--- src/sv/framed_byte_ring_mailbox_unit_assert.svh ---
// Assertion macros for the mailbox unit.
// Both sample on the rising clock edge and stay quiet while rst_n is low.
`ifndef FRAMED_BYTE_RING_MAILBOX_UNIT_ASSERT_SVH
`define FRAMED_BYTE_RING_MAILBOX_UNIT_ASSERT_SVH

// Check the consequent in the same cycle as the antecedent.
`define FBRM_ASSERT_NOW(lbl, ante, cons, msg) \
  lbl: assert property (@(posedge clk) disable iff (!rst_n) (ante) |-> (cons)) \
    else $error(msg);

// Check the consequent in the cycle after the antecedent.
`define FBRM_ASSERT_NEXT(lbl, ante, cons, msg) \
  lbl: assert property (@(posedge clk) disable iff (!rst_n) (ante) |=> (cons)) \
    else $error(msg);

`endif

--- src/sv/fbrm_pkg.sv ---
`timescale 1ns / 1ps
package fbrm_pkg;

  localparam int CAPACITY   = 1024;
  localparam int ADDR_W     = $clog2(CAPACITY);
  localparam int CMD_W      = 3;
  localparam int DATA_W     = 8;
  localparam int LEN_W      = 10;
  localparam int ST_W       = 3;
  localparam int CNT_W      = 10;
  localparam int PREFIX_LEN = 4;
  // Low half of the prefix, and one spare bit for the compare against used.
  localparam int PLEN_W     = 16;
  localparam int CMP_W      = PLEN_W + 1;
  localparam int IDX_W      = $clog2(PREFIX_LEN);

  typedef enum logic [CMD_W-1:0] {
    CMD_WBEGIN = 3'd0,
    CMD_WBYTE  = 3'd1,
    CMD_RBEGIN = 3'd2,
    CMD_RBYTE  = 3'd3,
    CMD_PUSH   = 3'd4,
    CMD_POP    = 3'd5
  } cmd_t;

  typedef enum logic [ST_W-1:0] {
    ST_OK      = 3'd0,
    ST_NOSPACE = 3'd1,
    ST_NOMSG   = 3'd2,
    ST_SKIPPED = 3'd3,
    ST_SEQERR  = 3'd4,
    ST_EMPTY   = 3'd5
  } status_t;

  // Controller to datapath.
  typedef struct packed {
    logic latch;  // capture the accepted item
    logic exec;   // decode and run single-step commands
    logic wpre;   // write one prefix byte
    logic rpre;   // fetch one prefix byte
    logic rchk;   // judge the fetched prefix
    logic rdat;   // finish a one-byte read
    logic push;   // move the result into the output register
  } ctl_cmd_t;

  // Datapath to controller.
  typedef struct packed {
    logic need_wpre;
    logic need_rpre;
    logic need_rdat;
    logic idx_last;
    logic out_free;
  } dp_sts_t;

endpackage

--- src/sv/fbrm_ctrl.sv ---
`timescale 1ns / 1ps
module fbrm_ctrl (
  input  logic               clk,
  input  logic               rst_n,
  input  logic               in_valid,
  output logic               in_stall,
  input  fbrm_pkg::dp_sts_t  sts,
  output fbrm_pkg::ctl_cmd_t cmd
);
  import fbrm_pkg::*;

  typedef enum logic [6:0] {
    S_IDLE = 7'b0000001,
    S_EXEC = 7'b0000010,
    S_WPRE = 7'b0000100,
    S_RPRE = 7'b0001000,
    S_RCHK = 7'b0010000,
    S_RDAT = 7'b0100000,
    S_PUSH = 7'b1000000
  } state_t;

  state_t state_r, state_nxt;

  always_ff @(posedge clk) begin
    if (!rst_n) begin
      state_r <= S_IDLE;
    end else begin
      state_r <= state_nxt;
    end
  end

  always_comb begin
    state_nxt = state_r;
    case (state_r)
      S_IDLE: begin
        if (in_valid) state_nxt = S_EXEC;
      end
      S_EXEC: begin
        if (sts.need_wpre)      state_nxt = S_WPRE;
        else if (sts.need_rpre) state_nxt = S_RPRE;
        else if (sts.need_rdat) state_nxt = S_RDAT;
        else                    state_nxt = S_PUSH;
      end
      S_WPRE: begin
        if (sts.idx_last) state_nxt = S_PUSH;
      end
      S_RPRE: begin
        if (sts.idx_last) state_nxt = S_RCHK;
      end
      S_RCHK: state_nxt = S_PUSH;
      S_RDAT: state_nxt = S_PUSH;
      S_PUSH: begin
        if (sts.out_free) state_nxt = S_IDLE;
      end
      default: state_nxt = S_IDLE;
    endcase
  end

  assign in_stall  = (state_r != S_IDLE);
  assign cmd.latch = (state_r == S_IDLE) && in_valid;
  assign cmd.exec  = (state_r == S_EXEC);
  assign cmd.wpre  = (state_r == S_WPRE);
  assign cmd.rpre  = (state_r == S_RPRE);
  assign cmd.rchk  = (state_r == S_RCHK);
  assign cmd.rdat  = (state_r == S_RDAT);
  assign cmd.push  = (state_r == S_PUSH) && sts.out_free;

endmodule

--- config.mk ---
export PLATFORM = sky130hd
export DESIGN_NAME = fbrm_ctrl
export DESIGN_NICKNAME = d
export VERILOG_FILES = /design/src/sv/framed_byte_ring_mailbox_unit_assert.svh /design/src/sv/fbrm_pkg.sv /design/src/sv/fbrm_ctrl.sv
export SDC_FILE = /design/constraint.sdc
export NUM_CORES = 1
export LEC_CHECK = 0
export ABC_AREA = 1
export BUFFER_PORTS_ARGS = -buffer_cell sky130_fd_sc_hd__clkbuf_2
export CAP_MARGIN = 0
export CORE_AREA = 2 2 39 41
export CTS_CLUSTER_SIZE = 8
export DETAILED_ROUTE_END_ITERATION = 7
export DIE_AREA = 0 0 41 43
export PLACE_DENSITY = 0.63
export SYNTH_ARGS = -nofsm -noshare
export SYNTH_HDL_FRONTEND = slang
export SYNTH_SLANG_ARGS = --single-unit
--- constraint.sdc ---
create_clock -name clk -period 1.3 [get_ports clk]
set_input_delay 0.195 -clock clk [delete_from_list [all_inputs] [get_ports clk]]
set_output_delay 0.195 -clock clk [all_outputs]
set_load 0.005 [all_outputs]
==> impl_metrics.py <==
metrics = {
    "setup_path": {
        "cpMaxStageDelayCell": "dfxtp_1",
        "r2r_cells": 10,
        "r2r-end": "state_r[0]",
        "criticalPathCategory": "reg -> out",
        "cp.required_ps": 1110,
        "crit_chain": "inv_2 > nand2_4 > nor2_4 > nand2_2 > nor2_1 > buf_2",
        "startpoint": "state_r[5]",
        "rr_startpoint": "state_r[5]",
        "path_delay_family": "simple AND/OR/NAND/NOR gates",
        "critPathMaxFanout": 7,
        "worstPathArrival_ps": 1200,
        "worstSetupEndpointType": "output pin",
        "start_kind": "flip-flop",
        "max_stage_delay_ps": 320,
        "path_buf_inv": 2,
        "r2r_slack_ps": -30,
    },
    "grt": {
        "antenna_found_initial": 0,
        "grt_pass1_wl_mm": 1.99,
        "track_usage": 0.173,
        "grt_pass1_vias": 502,
        "grt.overflow.total": 0,
        "grt_start_max_net_pins": 8,
    },
    "finish": {
        "largest_reg_flops": 7,
        "top_regs": "state_r: 7 flops",
        "drive_above_1_share": 0.557,
        "diodes": 0,
        "finalNetCount": 115,
        "max_flop_register": "state_r",
        "fin_util": 0.533,
        "fillers": 134,
        "syn2layout_area_growth_pct": 48.2,
        "fin_area_um2": 738,
    },
    "placed_design": {
        "place_area_um2": 593,
        "dp_slack_ps": 105,
        "post-dp-hpwl_um": 881,
        "gp_congestion": 0.751,
        "portBuffers": 15,
    },
    "logic_synthesis": {
        "synth_area_leaders": "dfxtp_1, nand2_1, inv_1",
        "async_flop_share": 0,
        "syn_nets": 88,
        "synth_common_cells": "nand2_1, inv_1, nor2_1",
        "yosysWarnings": 0,
        "seq_area_frac_synth": 0.281,
        "yosysTopAreaCell": "dfxtp_1",
        "ys.flop_type": "dfxtp_1",
        "postSynthAreaPerCell_um2": 6.22,
        "synthesis.area_um2": 498,
        "synth_edf_count": 0,
        "synth.most_common_cell": "nand2_1",
        "synth_cell_types": 17,
        "synth_cells": 80,
        "synth.top_cell.area_share": 0.281,
        "ys_seq_elements": 7,
    },
    "routing": {
        "avgViaCountPerCell": 4.74,
        "vias": 578,
        "antenna_left": 0,
        "wl_mm": 1.27,
        "wire_per_inst_um": 10.4,
        "drtIter0Drc": 18,
        "firstDrtPassIters": 4,
        "drc": 0,
    },
    "clocking": {
        "root_buffer": "clkbuf_4",
        "clk-insertion-delay-late_ps": 260,
        "clockBufferDepth": 2,
        "ctsHoldBuffers": 0,
        "numCtsBuffers": 3,
        "htree_num_levels": 1,
        "clkSlewWorstSetupHoldPaths_ps": 60,
        "numClockSinks": 7,
        "tritoncts": "yes",
    },
    "sta": {
        "clock_skew_ps": 4.77,
        "slew_violations": 0,
        "slew_headroom": 0.857,
        "hold_violations": 0,
        "finalCriticalPeriod_ps": 1400,
        "max_freq_mhz": 715,
        "final.period_utilization": 1.08,
        "worst_hold_slack_ps": 166,
        "rsz0062_at_grt": "yes",
        "worst_pin_slew_ps": 215,
        "setup_viol": 7,
        "setup_slack_ps": -98.5,
    },
    "power_and_ir_drop": {
        "pwr-share-clk": 0.270,
        "p_switching_mw": 0.282,
        "p_seq_frac": 0.335,
        "vdd_drop_max_uv": 419,
        "powerDensity_nw_per_um2": 1030,
        "switching_share": 0.371,
        "p_leak_nw": 0.386,
        "p_comb_frac": 0.396,
        "p_int_mw": 0.478,
    },
    "floorplan": {
        "ios": 16,
        "die_area_um2": 1760,
        "coreArea_um2": 1380,
        "dieWidth_um": 41,
        "fp-row-count": 14,
        "start_util": 0.360,
        "die_h_um": 43,
    },
    "status": {
        "violations": "negative setup slack",
        "status": "complete, but fails checks",
    },
    "worst_hold_path": {
        "whs_path_depth": 2,
        "worstHoldPathType": "in -> reg",
        "min_to": "state_r[0]",
        "hp-start": "rst_n",
    },
    "flow_run": {
        "cap_viol_max_count": 0,
    },
}
## final cells by class
class	instances	area, um2	area share
multi-input combinational	56	350	0.475
clock buffer	4	26.3	0.0356
sequential	7	145	0.197
timing repair buffer	22	131	0.178
inverter	17	65.1	0.0881
tap	16	20.0	0.0271
## how the worst max path moves through the flow
| stage | end | depth (start not counted) |
|---|---|---|
| 6_report | cmd[6] | 6 |
| 5_1_grt | cmd[6] | 6 |
| 4_1_cts | cmd[3] | 6 |
| 3_5_place_dp | cmd[6] | 6 |
| 3_3_place_gp | cmd[6] | 6 |
| 2_1_floorplan | state_r[2] | 8 |
## cell usage in the layout (no fill, tap or decap), types with 4 or more instances in the layout
master,count
inv_1,13
nor2_2,7
nand2_2,8
nor2_1,6
buf_4,6
clkbuf_2,13
nor2_4,5
nand2_1,12
dfxtp_2,4
nand3_1,7
## kinds of logic (layout without fill, tap and decap cells)
logic type             after synthesis  count (layout)  synth area share
AO/OA/AOI/OAI                        2               2            0.0201
flip-flops                           7               7             0.281
buffers and inverters               17              43             0.128
AND/OR/NAND/NOR                     54              54             0.570
## timing repair
action / 4_1_cts / 5_1_grt
endpoints found under the hold margin: 0 / 0
pin swaps: 7 / 6
resized for setup: 8 / 16
endpoints found under the setup margin: 8 / 14
setup buffers: 5 / 2
## per-layer routing
layer  share of wire  up-vias  GRT usage
li1                -      297          -
met5               0        -          0
met4           0.036        0      0.140
met3           0.042        4     0.0314
met2            0.49       16      0.238
met1            0.44      261      0.224
## power by group through the flow
stage	Combinational (mW)	Clock (mW)	Sequential, mW
2_1_floorplan	0.165	0	0.250
3_5_place_dp	0.227	0	0.253
6_report	0.301	0.205	0.254
3_3_place_gp	0.225	0	0.252
5_1_grt	0.332	0.227	0.257
4_1_cts	0.260	0.210	0.252
## through the flow
stage               cells  power, mW  setup TNS, ps
floorplan              80      0.414              0
detailed placement    111      0.480              0
finish                122      0.760           -428
CTS                   120      0.722           -424
global placement      111      0.477              0
global route          122      0.815          -1310
No activity file was read; power rests on OpenSTA's default activity.
